--- config.mk ---
export PLATFORM = sky130hd
export DESIGN_NAME = pjt_ctrl
export DESIGN_NICKNAME = d
export VERILOG_FILES = /design/src/sv/pjt_pkg.sv /design/src/sv/pjt_ctrl.sv
export SDC_FILE = /design/constraint.sdc
export NUM_CORES = 1
export LEC_CHECK = 0
export BUFFER_PORTS_ARGS = -buffer_cell sky130_fd_sc_hd__buf_2
export CORE_MARGIN = 1
export CORE_UTILIZATION = 58
export CTS_CLUSTER_SIZE = 12
export DETAILED_ROUTE_END_ITERATION = 12
export PLACE_DENSITY_LB_ADDON = 0.08
export SYNTH_ARGS = -nofsm -noshare
export SYNTH_HDL_FRONTEND = slang
export SYNTH_SLANG_ARGS = --single-unit
--- constraint.sdc ---
create_clock -name clk -period 5.8 [get_ports clk]
set_input_delay 0.29 -clock clk [delete_from_list [all_inputs] [get_ports clk]]
set_output_delay 0.29 -clock clk [all_outputs]
set_load 0.005 [all_outputs]
--- src/sv/pjt_pkg.sv ---
// ----------------------------------------------------------------------------
// pjt_pkg
// Shared constants, codes and controller/datapath interface types for the
// piecewise constant-jerk trajectory evaluator.
// ----------------------------------------------------------------------------
package pjt_pkg;

  localparam int MAX_SEGMENTS  = 16;
  localparam int FRACTION_BITS = 16;
  localparam int SEG_IDX_W     = $clog2(MAX_SEGMENTS);
  localparam int COUNT_W       = $clog2(MAX_SEGMENTS + 1);
  localparam int ENTRY_W       = 160;
  localparam int DIV_STEPS     = 2;
  localparam int DIV_CNT_W     = $clog2(DIV_STEPS + 1);

  localparam logic [1:0] CFG_START_POS = 2'd0;
  localparam logic [1:0] CFG_START_VEL = 2'd1;
  localparam logic [1:0] CFG_START_ACC = 2'd2;

  typedef enum logic [1:0] {
    OP_APPEND = 2'd0,
    OP_EVAL   = 2'd1,
    OP_CLEAR  = 2'd2,
    OP_NONE   = 2'd3
  } opcode_t;

  typedef enum logic [1:0] {
    ORD_POS  = 2'd0,
    ORD_VEL  = 2'd1,
    ORD_ACC  = 2'd2,
    ORD_JERK = 2'd3
  } order_t;

  typedef enum logic [1:0] {
    ST_OK           = 2'd0,
    ST_BAD_DURATION = 2'd1,
    ST_FULL         = 2'd2,
    ST_EMPTY        = 2'd3
  } status_t;

  typedef enum logic [4:0] {
    S_IDLE, S_DECODE, S_APP_LOAD, S_SCAN_RD, S_SCAN_CMP, S_SEG_RD, S_SEG_LOAD,
    S_POLY, S_MUL0, S_MUL1, S_MUL2, S_MUL3, S_ADD, S_DIV_INIT, S_DIV_STEP,
    S_FIN, S_RESTART, S_COMMIT, S_CLEAR, S_RESP
  } state_t;

  typedef enum logic [4:0] {
    DP_NONE, DP_LATCH, DP_APP_LOAD, DP_SCAN_RD, DP_SCAN_CMP, DP_SEG_RD,
    DP_SEG_LOAD, DP_MUL0, DP_MUL1, DP_MUL2, DP_MUL3, DP_ADD, DP_DIV_INIT,
    DP_DIV_STEP, DP_FIN, DP_RESTART, DP_COMMIT, DP_CLEAR, DP_RESP
  } dp_op_t;

  typedef struct packed {
    dp_op_t                 op;
    order_t                 order;
    logic [1:0]             step;
    logic [SEG_IDX_W-1:0]   addr;
    status_t                status;
  } ctrl_cmd_t;

  typedef struct packed {
    opcode_t                opcode;
    order_t                 order;
    logic                   tv_nonpos;
    logic                   empty;
    logic                   full;
    logic                   one_seg;
    logic [SEG_IDX_W-1:0]   last_idx;
  } dp_stat_t;

endpackage

--- src/sv/pjt_ctrl.sv ---
// ----------------------------------------------------------------------------
// pjt_ctrl
// Sequencer: decodes an item, runs the segment scan, the horner steps on the
// shared multiplier, the divide-by-six and the response.
// ----------------------------------------------------------------------------
module pjt_ctrl (
  input  logic                clk,
  input  logic                rst,
  input  logic                start,
  input  pjt_pkg::dp_stat_t   stat,
  output pjt_pkg::ctrl_cmd_t  cmd,
  output logic                busy
);
  import pjt_pkg::*;

  state_t               state, state_next;
  order_t               order_r, order_next;
  logic [1:0]           k, k_next;
  logic [SEG_IDX_W-1:0] idx, idx_next;
  logic [DIV_CNT_W-1:0] dcnt, dcnt_next;
  status_t              st, st_next;
  logic [1:0]           nsteps;

  // horner steps: three for position, down to none for jerk
  assign nsteps = 2'(2'd3 - order_r);

  always_ff @(posedge clk) begin
    if (rst) begin
      state   <= S_IDLE;
      order_r <= ORD_POS;
      k       <= '0;
      idx     <= '0;
      dcnt    <= '0;
      st      <= ST_OK;
    end else begin
      state   <= state_next;
      order_r <= order_next;
      k       <= k_next;
      idx     <= idx_next;
      dcnt    <= dcnt_next;
      st      <= st_next;
    end
  end

  always_comb begin
    state_next = state;
    order_next = order_r;
    k_next     = k;
    idx_next   = idx;
    dcnt_next  = dcnt;
    st_next    = st;
    case (state)
      S_IDLE: begin
        if (start) begin
          st_next    = ST_OK;
          state_next = S_DECODE;
        end
      end
      S_DECODE: begin
        case (stat.opcode)
          OP_APPEND: begin
            if (stat.tv_nonpos) begin
              st_next    = ST_BAD_DURATION;
              state_next = S_RESP;
            end else if (stat.full) begin
              st_next    = ST_FULL;
              state_next = S_RESP;
            end else begin
              state_next = S_APP_LOAD;
            end
          end
          OP_EVAL: begin
            if (stat.empty) begin
              st_next    = ST_EMPTY;
              state_next = S_RESP;
            end else if (stat.one_seg) begin
              state_next = S_SEG_RD;
            end else begin
              idx_next   = SEG_IDX_W'(1);
              state_next = S_SCAN_RD;
            end
          end
          OP_CLEAR: state_next = S_CLEAR;
          default:  state_next = S_RESP;
        endcase
      end
      S_APP_LOAD: begin
        order_next = ORD_ACC;
        k_next     = '0;
        state_next = S_POLY;
      end
      S_SCAN_RD: state_next = S_SCAN_CMP;
      S_SCAN_CMP: begin
        if (idx == stat.last_idx) begin
          state_next = S_SEG_RD;
        end else begin
          idx_next   = idx + SEG_IDX_W'(1);
          state_next = S_SCAN_RD;
        end
      end
      S_SEG_RD: state_next = S_SEG_LOAD;
      S_SEG_LOAD: begin
        order_next = stat.order;
        k_next     = '0;
        state_next = S_POLY;
      end
      S_POLY: begin
        if (k == nsteps) begin
          state_next = (order_r == ORD_POS) ? S_DIV_INIT : S_FIN;
        end else begin
          state_next = S_MUL0;
        end
      end
      S_MUL0: state_next = S_MUL1;
      S_MUL1: state_next = S_MUL2;
      S_MUL2: state_next = S_MUL3;
      S_MUL3: state_next = S_ADD;
      S_ADD: begin
        k_next     = k + 2'd1;
        state_next = S_POLY;
      end
      S_DIV_INIT: begin
        dcnt_next  = '0;
        state_next = S_DIV_STEP;
      end
      S_DIV_STEP: begin
        dcnt_next = dcnt + DIV_CNT_W'(1);
        if (dcnt == DIV_CNT_W'(DIV_STEPS - 1)) begin
          state_next = S_FIN;
        end
      end
      S_FIN: begin
        if (stat.opcode == OP_APPEND) begin
          if (order_r == ORD_POS) begin
            state_next = S_COMMIT;
          end else begin
            order_next = order_t'(order_r - 2'd1);
            k_next     = '0;
            state_next = S_RESTART;
          end
        end else begin
          state_next = S_RESP;
        end
      end
      S_RESTART: state_next = S_POLY;
      S_COMMIT:  state_next = S_RESP;
      S_CLEAR:   state_next = S_RESP;
      S_RESP:    state_next = S_IDLE;
      default:   state_next = S_IDLE;
    endcase
  end

  always_comb begin
    cmd.op     = DP_NONE;
    cmd.order  = order_r;
    cmd.step   = k;
    cmd.addr   = idx;
    cmd.status = st;
    case (state)
      S_IDLE:     cmd.op = start ? DP_LATCH : DP_NONE;
      S_APP_LOAD: cmd.op = DP_APP_LOAD;
      S_SCAN_RD:  cmd.op = DP_SCAN_RD;
      S_SCAN_CMP: cmd.op = DP_SCAN_CMP;
      S_SEG_RD:   cmd.op = DP_SEG_RD;
      S_SEG_LOAD: cmd.op = DP_SEG_LOAD;
      S_MUL0:     cmd.op = DP_MUL0;
      S_MUL1:     cmd.op = DP_MUL1;
      S_MUL2:     cmd.op = DP_MUL2;
      S_MUL3:     cmd.op = DP_MUL3;
      S_ADD:      cmd.op = DP_ADD;
      S_DIV_INIT: cmd.op = DP_DIV_INIT;
      S_DIV_STEP: cmd.op = DP_DIV_STEP;
      S_FIN:      cmd.op = DP_FIN;
      S_RESTART:  cmd.op = DP_RESTART;
      S_COMMIT:   cmd.op = DP_COMMIT;
      S_CLEAR:    cmd.op = DP_CLEAR;
      S_RESP:     cmd.op = DP_RESP;
      default:    cmd.op = DP_NONE;
    endcase
  end

  assign busy = (state != S_IDLE);

  a_start_decodes: assert property (@(posedge clk) disable iff (rst)
    (state == S_IDLE && start) |=> state == S_DECODE)
    else $error("accepted item not decoded");

  a_div_bounded: assert property (@(posedge clk) disable iff (rst)
    state == S_DIV_STEP |-> dcnt < DIV_CNT_W'(DIV_STEPS))
    else $error("divide step count overrun");

  a_resp_idle: assert property (@(posedge clk) disable iff (rst)
    state == S_RESP |=> state == S_IDLE)
    else $error("response not followed by idle");

  a_horner_bounded: assert property (@(posedge clk) disable iff (rst)
    state == S_MUL0 |-> k < nsteps)
    else $error("horner step past polynomial degree");

endmodule

==> impl_summary.md, run 1 <==
STA
The number of pins with negative max-slew slack in the final report was 0. The final count of hold timing violations came to 0. For the final database, setup skew stands at between 0.001 and 0.0015 ns. The worst hold slack is about 0.28 ns. The minimum clock period is about 2.6 ns. The share of the clock period used by the worst path after layout is 45.2%. For the pin with the worst max-slew slack, the measured transition is a little under 0.9 ns.

Setup repair after global routing left no endpoint under its margin. The worst relative slew slack is between 40% and 50%. Setup total negative slack on the finished layout was measured at 0 ns. Static timing analysis puts the maximum clock frequency at 382 MHz. The final-report setup violation count is 0.

Cells and area
In the final layout, the multi-input gates occupy slightly below 1000 sq um. The fraction of final layout cells sized beyond drive strength 1 is roughly a fifth. 0 antenna diodes ended up in the layout. Relative to the synthesized area, the layout overhead comes to 11.6%. The filler cells instantiated in the layout total 205. After the last flow step, the layout net total stands at ~240. The area taken by flip-flops and latches is between 300 and 400 sq um. The final cell utilization of the core is 69.6%.

Yosys
The mean instance size in the synthesized netlist is 7.25 sq um. The post-synthesis share of cell area spent on xor and xnor gates is 4.36%. Summing the areas of all and, or, nand and nor instances in the mapped netlist gives between 20% and 30% of the synthesized area.

The dominant combinational cell family by area after synthesis is compound AO/OA/AOI/OAI gates. The count of cell types in the netlist is 54. Synthesis inferred 17 register bits. The mux contribution to synthesized area is about 1.5%. The total number of yosys warnings is 0.

After Yosys synthesis, full adders, half adders and majority gates account for roughly 2.7% of the synthesized area. The number of cells produced by synthesis is 194. After synthesis, the share of flip-flops with an asynchronous set or reset is 0%. For this run, the register share of the synthesized area comes to 24.2%. The prevailing post-synth register cell is sky130_fd_sc_hd__dfxtp_1.

The count of flip-flops with a built-in enable after synthesis is 0. The number of nets in the synthesized netlist is ~210. In this run the cell area of the synthesized design comes to approximately 1400 sq um.

The synthesized netlist devotes 31.5% of its cell area to compound gates.

Clocking
In this run the post-CTS setup repair buffer count came out at 0. The insertion delay of the later-clocked pin in the worst-skew pair is a little under 0.3 ns. In this run, CTS created clock tree buffers numbering 3. The clock passes through at most 2 buffers. The number of sinks on the clock net is 17. The post-CTS clock slew at the launch and capture registers of the worst setup and hold paths is around 0.1 ns. The hold-fix buffer count after cts is 0. After clock tree synthesis, the repair step resized 0 gates. The H-tree level count is 1.

TritonCTS built the clock tree. Clock tree synthesis selected as its root buffer the cell sky130_fd_sc_hd__clkbuf_4.

Routing
The DRC violations left is 0. The overall routed net length is 3870 um. Dividing the detail-routed via count by the number of cells gives roughly 6.5. The first detailed-routing pass took 5 iterations. The final antenna-violating net count is 0. The routed wirelength normalized by instance count is 15.9 um.

The via count of the routed design is 1588. The first-iteration detailed-routing DRC count is between 70 and 80.

GRT
The number of antenna violations at the first check in global routing is 0. The residual overflow from global routing is 0. The via count of the first global-routing pass is 1327. Entering global routing, the biggest net connects 28 pins. The first global-routing pass estimated just over 6000 um of wire. The global-route total usage across every layer is 30.8%.

Run status
The run finished with clean final reports.

Floorplanning
The horizontal die dimension is roughly 51 um. The die area is 2630 sq um. Measured along the y axis, the die boundary spans approximately 51 um. In this run the count of I/O pins placed on the die edge is 31. The core region is ~2300 sq um.

Once the floorplan was initialized, standard cells occupied 62.4% of the core. In this run the core area contains 17 standard-cell rows.

Setup path
Traced cell by cell, the critical path runs through inv_1 > or2_2 > a32oi_1 > o21ai_0 > buf_2. The highest net fanout along the worst path is 27. The critical path data required time is about 5.5 ns. The critical path is of the reg2out type. The worst stage delay on the critical path is 0.90 ns. The cell at the slowest stage of the critical path is sky130_fd_sc_hd__dfxtp_1. The worst setup path is launched from a flip-flop. The endpoint class of the critical path is an output pin. At the worst endpoint, the arrival time is between 2 and 2.5 ns.

Power
The worst ir drop on vdd is 0.206 mV. The power per standard cell area is roughly 380 nW/um^2. The analysis attributes to cell leakage a power of just under 0.0006 uW.

Flow run
The total of max-cap violations is 0.

Place
At the end of routability-driven placement, the weighted congestion stood at ~0.93. The total of buffers placed on input and output ports is 30. The detailed-placement wirelength estimate is 2760 um.

Worst hold path
The worst hold-check path type is in2reg.
==> cell families after synthesis <==
group	Yosys count
adder cells (fa/ha/maj)	3
AND/OR/NAND/NOR	75
AO/OA/AOI/OAI	66
multiplexers	2
buffers and inverters	24
flip-flops	17
XOR/XNOR	7
==> area by class of cell <==
type / count / area share [%]
timing repair buffer: 30 / 9.57
multi-input combinational: 153 / 62.0
inverter: 12 / 2.87
sequential: 17 / 21.7
tap: 28 / 2.23
clock buffer: 4 / 1.67
==> cells in the mapped netlist, types with 4 or more instances <==
library cell	instances	area (sq um)
sky130_fd_sc_hd__a21oi_1	14	70.1
sky130_fd_sc_hd__nand2_1	13	48.8
sky130_fd_sc_hd__nand3_1	4	20.0
sky130_fd_sc_hd__nand4_1	5	31.3
sky130_fd_sc_hd__o21ai_0	15	75.1
sky130_fd_sc_hd__inv_1	11	41.3
sky130_fd_sc_hd__a211oi_1	4	30.0
sky130_fd_sc_hd__nor3_1	6	30.0
sky130_fd_sc_hd__nor2_1	18	67.6
sky130_fd_sc_hd__dfxtp_1	17	340
sky130_fd_sc_hd__nor2b_1	4	25.0
sky130_fd_sc_hd__clkbuf_1	8	30.0
sky130_fd_sc_hd__xnor2_1	6	52.6
sky130_fd_sc_hd__nand2b_1	5	31.3
==> worst paths after layout <==
kind	depth (start not counted)	start	to	slack [ns]
worst max-delay path	5	state[0]	cmd[12]	3.18
worst max register to register	4	state[0]	k[0]	3.51
worst min register to register	2	dcnt[1]	dcnt[1]	0.47
worst min-delay path	3	start	state[0]	0.28
==> state kept, by name, indices dropped and copies added (netlist names) <==
signal	count
st	2
dcnt	2
order_r	2
k	2
state	5
idx	4
==> metrics by stage <==
stage	total power [uW]	std cells	instance area, sq um	worst slack [ns]
6_report	594	244	1570	3.18
5_1_grt	638	244	1570	3.01
4_1_cts	584	244	1570	3.24
3_5_place_dp	518	240	1540	3.58
3_3_place_gp	506	240	1540	3.67
2_1_floorplan	427	194	1410	3.91
==> cells in the final DEF (no fill, tap or decap), types with 2 or more instances in the layout <==
cell / synthesis / layout
sky130_fd_sc_hd__buf_2: 0 / 30
sky130_fd_sc_hd__nor2_1: 18 / 18
sky130_fd_sc_hd__dfxtp_1: 17 / 17
sky130_fd_sc_hd__o21ai_0: 15 / 15
sky130_fd_sc_hd__a21oi_1: 14 / 14
sky130_fd_sc_hd__nand2_1: 13 / 13
sky130_fd_sc_hd__inv_1: 11 / 11
sky130_fd_sc_hd__nor3_1: 6 / 6
sky130_fd_sc_hd__xnor2_1: 6 / 6
sky130_fd_sc_hd__nand2b_1: 5 / 5
sky130_fd_sc_hd__nand4_1: 5 / 5
sky130_fd_sc_hd__nand3_1: 4 / 4
sky130_fd_sc_hd__nor2b_1: 4 / 4
sky130_fd_sc_hd__a211oi_1: 4 / 4
sky130_fd_sc_hd__o21bai_1: 3 / 3
sky130_fd_sc_hd__o31ai_1: 3 / 3
sky130_fd_sc_hd__a22oi_1: 3 / 3
sky130_fd_sc_hd__a31oi_1: 3 / 3
sky130_fd_sc_hd__ha_1: 3 / 3
sky130_fd_sc_hd__clkbuf_4: 0 / 3
sky130_fd_sc_hd__a32oi_1: 2 / 2
sky130_fd_sc_hd__o22ai_1: 2 / 2
sky130_fd_sc_hd__nand3b_1: 2 / 2
sky130_fd_sc_hd__a31o_2: 2 / 2
sky130_fd_sc_hd__o2bb2ai_1: 2 / 2
sky130_fd_sc_hd__and2_1: 2 / 2
sky130_fd_sc_hd__a311oi_1: 2 / 2
sky130_fd_sc_hd__nor4_1: 2 / 2
sky130_fd_sc_hd__a221oi_1: 2 / 2
sky130_fd_sc_hd__or4_1: 2 / 2
sky130_fd_sc_hd__o211ai_1: 2 / 2
sky130_fd_sc_hd__o32ai_1: 2 / 2
==> power breakdown <==
part | switching [uW] | internal, uW | leakage, uW
Combinational | 183 | 137 | 0.000434
Sequential | 72.9 | 136 | 0.000138
Clock | 39.1 | 26.8 | 0.0000150
Total | 295 | 299 | 0.000587
==> routing by layer <==
layer	up-vias	routed length [um]	global-route usage, %
li1	765	-	-
met1	740	1760	43.3
met2	72	1760	49.3
met3	11	289	3.27
met4	0	60	9.01
met5	-	0	0
==> critical path, delay by kind of cell, from the launching register on <==
kind	cells	cell delay, ns
and+or+nand+nor	1	0.37
buffers and inverters	2	0.48
DFF	1	0.90
AOI/OAI and AO/OA	2	0.28
Note: power is estimated with default switching activity, not from simulation.
==> run 2, diff against run 1 <==
--- a/config.mk
+++ b/config.mk
@@ -7,7 +7,7 @@
 export LEC_CHECK = 0
 export BUFFER_PORTS_ARGS = -buffer_cell sky130_fd_sc_hd__buf_2
 export CORE_MARGIN = 1
-export CORE_UTILIZATION = 58
+export CORE_UTILIZATION = 49
 export CTS_CLUSTER_SIZE = 12
 export DETAILED_ROUTE_END_ITERATION = 12
 export PLACE_DENSITY_LB_ADDON = 0.08
==> constraint.sdc (replaced) <==
create_clock -name clk -period 2.4 [get_ports clk]
set_input_delay 0.12 -clock clk [delete_from_list [all_inputs] [get_ports clk]]
set_output_delay 0.12 -clock clk [all_outputs]
set_load 0.005 [all_outputs]
==> run 2 against run 1 <==
Effect of this change: sequential power grew 100%; setup slack lost 3.1 ns; sequential cell count is the same; wire length grew 1.7%.
==> impl_summary.md, run 2 (synthesized netlist as in run 1, its figures left out) <==
Run status
The flow ran to the end, and the final reports show no timing, DRC or antenna violations.

STA
The share of the clock period used by the worst path after layout is a little over nine tenths. The final count of hold timing violations is 0 (unchanged). The number of pins with negative max-slew slack in the final report is 0 (unchanged). The final-report setup violation count was 0 (unchanged). The worst hold slack is 0.149 ns (-0.130 ns). Setup repair after global routing left no endpoint under its margin. The worst-margin pin slew is 0.576 ns (-0.288 ns). The summed negative setup slack over all endpoints is 0 ns (unchanged). The worst setup skew after layout is 0.0174 ns (+0.0162 ns). The minimum clock period is roughly 2.3 ns.

The worst relative slew slack is 61.3% (+19 points). Derived from the worst setup path, the maximum achievable clock frequency is ~430 MHz.

Floorplanning
The row count was 19 (+2). The starting density of the core is 51.4% (-11 points). The I/O pin count is 31 (unchanged). The die area came to 3090 sq um (+18%). The horizontal die dimension is 55.6 um (+8.5%).

The height of the die is 55.6 um (+8.5%). The area of the placeable core is 2730 sq um (+21%).

Routing
The total iterations of the first detailed-routing run came to 6 (+1). The routed wirelength normalized by instance count came to 15.5 um (-2.3%). The DRC violations left came to 0 (unchanged).

The overall routed net length is 3940 um (+1.7%). The via-per-instance ratio is 6.24 (-4.1%). The final antenna-violating net count was 0 (unchanged). The first-iteration detailed-routing DRC count is 117 (+48%). The via count of the routed design was 1585 (-0.19%).

Setup path
The capture point of the critical path is cmd[12]. The type of the worst setup path is reg2out. The cell count along the critical path is 6 (+1). The critical path's top delay family is flip-flops. The depth of the worst register-to-register path is 6 (+2).

The worst-case register-to-register setup slack was 0.35 ns (-3.16 ns). The worst stage delay on the critical path is 0.66 ns (-0.24 ns). In this run the critical register-to-register path is captured at k[0]. The most critical setup path has its startpoint at state[0]. The critical path data required time is 2.28 ns (-3.23 ns). The kind of launch point of the worst setup path is a flip-flop. STA classifies the critical path endpoint as an output pin. The highest net fanout along the worst path is 17 (-37%). On the critical path, the stage with the largest delay is an instance of sky130_fd_sc_hd__dfxtp_1.

The data arrival time of the worst path is 2.18 ns (-0.15 ns). The critical path buffer and inverter count is 3 (+1). The worst flop-to-flop path startpoint is order_r[0]. Traced cell by cell, the critical path runs through buf_4 > inv_1 > or2_2 > a32oi_1 > o21ai_0 > buf_2.

Cells and area
The flip-flop count of the largest register, all copies and words added is 5 (unchanged). The number of antenna diodes is 0 (unchanged). Relative to the synthesized area, the layout overhead comes to 15.6%. The final design area excluding fillers came to 1630 sq um (+3.6%). In the layout the commonest cells are 30 x sky130_fd_sc_hd__buf_2, 18 x sky130_fd_sc_hd__nor2_1, 17 x sky130_fd_sc_hd__dfxtp_1, 15 x sky130_fd_sc_hd__o21ai_0, 14 x sky130_fd_sc_hd__a21oi_1. The largest register by flop count is state. The largest registers in the layout are state (5), idx (4).

The library cell used most frequently in the layout, excluding fill and tap cells, is sky130_fd_sc_hd__buf_2. The fraction of final layout cells sized beyond drive strength 1 is 21.5% (+2.5 points). The final cell utilization of the core came to 59.5% (-10 points).

The net count reported at finish is 242 (+3.0%).

Clocking
The insertion delay of the later-clocked pin in the worst-skew pair was 0.31 ns (+0.02 ns). The number of gates resized after cts is 0 (unchanged). The post-CTS clock slew at the launch and capture registers of the worst setup and hold paths is 0.12 ns (+0.02 ns).

TritonCTS built the clock tree. The buffer depth of the longest clock path is 2 (unchanged). The clock root buffer is sky130_fd_sc_hd__clkbuf_4. The number of sinks on the clock net was 17 (unchanged).

The H-tree level count came to 1 (unchanged). The number of buffers created by CTS was 3 (unchanged). The hold-fix buffer count after cts is 0 (unchanged). The number of buffers inserted by post-CTS setup repair is 0 (unchanged).

GRT
The global-route total usage across every layer is 26.0% (-4.8 points). The first-pass GRT wire length came to 6460 um (+5.1%). The pin count of the biggest net entering global routing is 18 (-36%).

The via count of the first global-routing pass is 1369 (+3.2%). The residual overflow from global routing came to 0 (unchanged). The number of antenna violations at the first check in global routing came to 0 (unchanged).

Place
The detailed-placement wirelength estimate is 2930 um (+5.9%). The placer congestion estimate is 1.03 (+11%). The total of buffers placed on input and output ports is 30 (unchanged). The instance area at placement is 1600 sq um (+3.6%).

Power
The leakage power figure was 0.000625 uW (+6.4%). The power per standard cell area was 919 nW/um^2 (+140%). The worst ir drop on vdd was 0.618 mV (+200%).

Flow run
The total of max-cap violations is 0 (unchanged).

Worst hold path
The beginning of the worst hold path is stat[7]. The worst hold path belongs to the class in2reg.
==> run 2: changes by cell type in the layout (fill, tap and decap cells not counted) <==
cell and delta:
sky130_fd_sc_hd__buf_4 +7
==> run 2: final cells by class <==
class | instances | area, sq um
inverter | 12 | 45.0
tap | 31 | 38.8
timing repair buffer | 37 | 203
multi-input combinational | 153 | 972
fill | 269 | 1110
sequential | 17 | 340
clock buffer | 4 | 26.3
==> run 2: worst reg2reg max path, cell delays in order (launching register included) <==
cell	delay, ns
sky130_fd_sc_hd__dfxtp_1	0.44
sky130_fd_sc_hd__inv_1	0.07
sky130_fd_sc_hd__ha_1	0.20
sky130_fd_sc_hd__or4b_2	0.65
sky130_fd_sc_hd__or3_1	0.35
sky130_fd_sc_hd__o21ai_0	0.09
sky130_fd_sc_hd__a311oi_1	0.12
==> run 2: worst min-delay path by stage <==
stage,cells after the start,to,slack (ns)
global placement,2,dcnt[1],0.44
finish,4,st[1],0.15
detailed placement,2,dcnt[1],0.45
global route,3,state[0],0.18
floorplan,2,state[0],0.29
CTS,3,state[0],0.17
==> run 2: through the flow <==
step           std cells  total power (uW)  setup WS [ns]
5_1_grt              254              1610         0.0137
4_1_cts              254              1470          0.151
3_3_place_gp         250              1300          0.478
6_report             254              1490         0.0991
3_5_place_dp         250              1310          0.382
2_1_floorplan        194              1030          0.508
==> run 2: layer usage <==
layer  wire [um]  global-route usage (%)  vias up  share of wire (%)
met1        1780                    36.8      737                 45
met4          57                    7.86        0                1.4
met2        1850                    41.1       54                 47
li1            -                       -      788                  -
met5           0                       0        -                  0
met3         253                    3.49        6                6.4
==> run 2: power by group <==
part	switching, uW	leakage (uW)	internal, uW
Sequential	88.8	0.000138	328
Combinational	535	0.000472	372
Clock	106	0.0000150	65.0
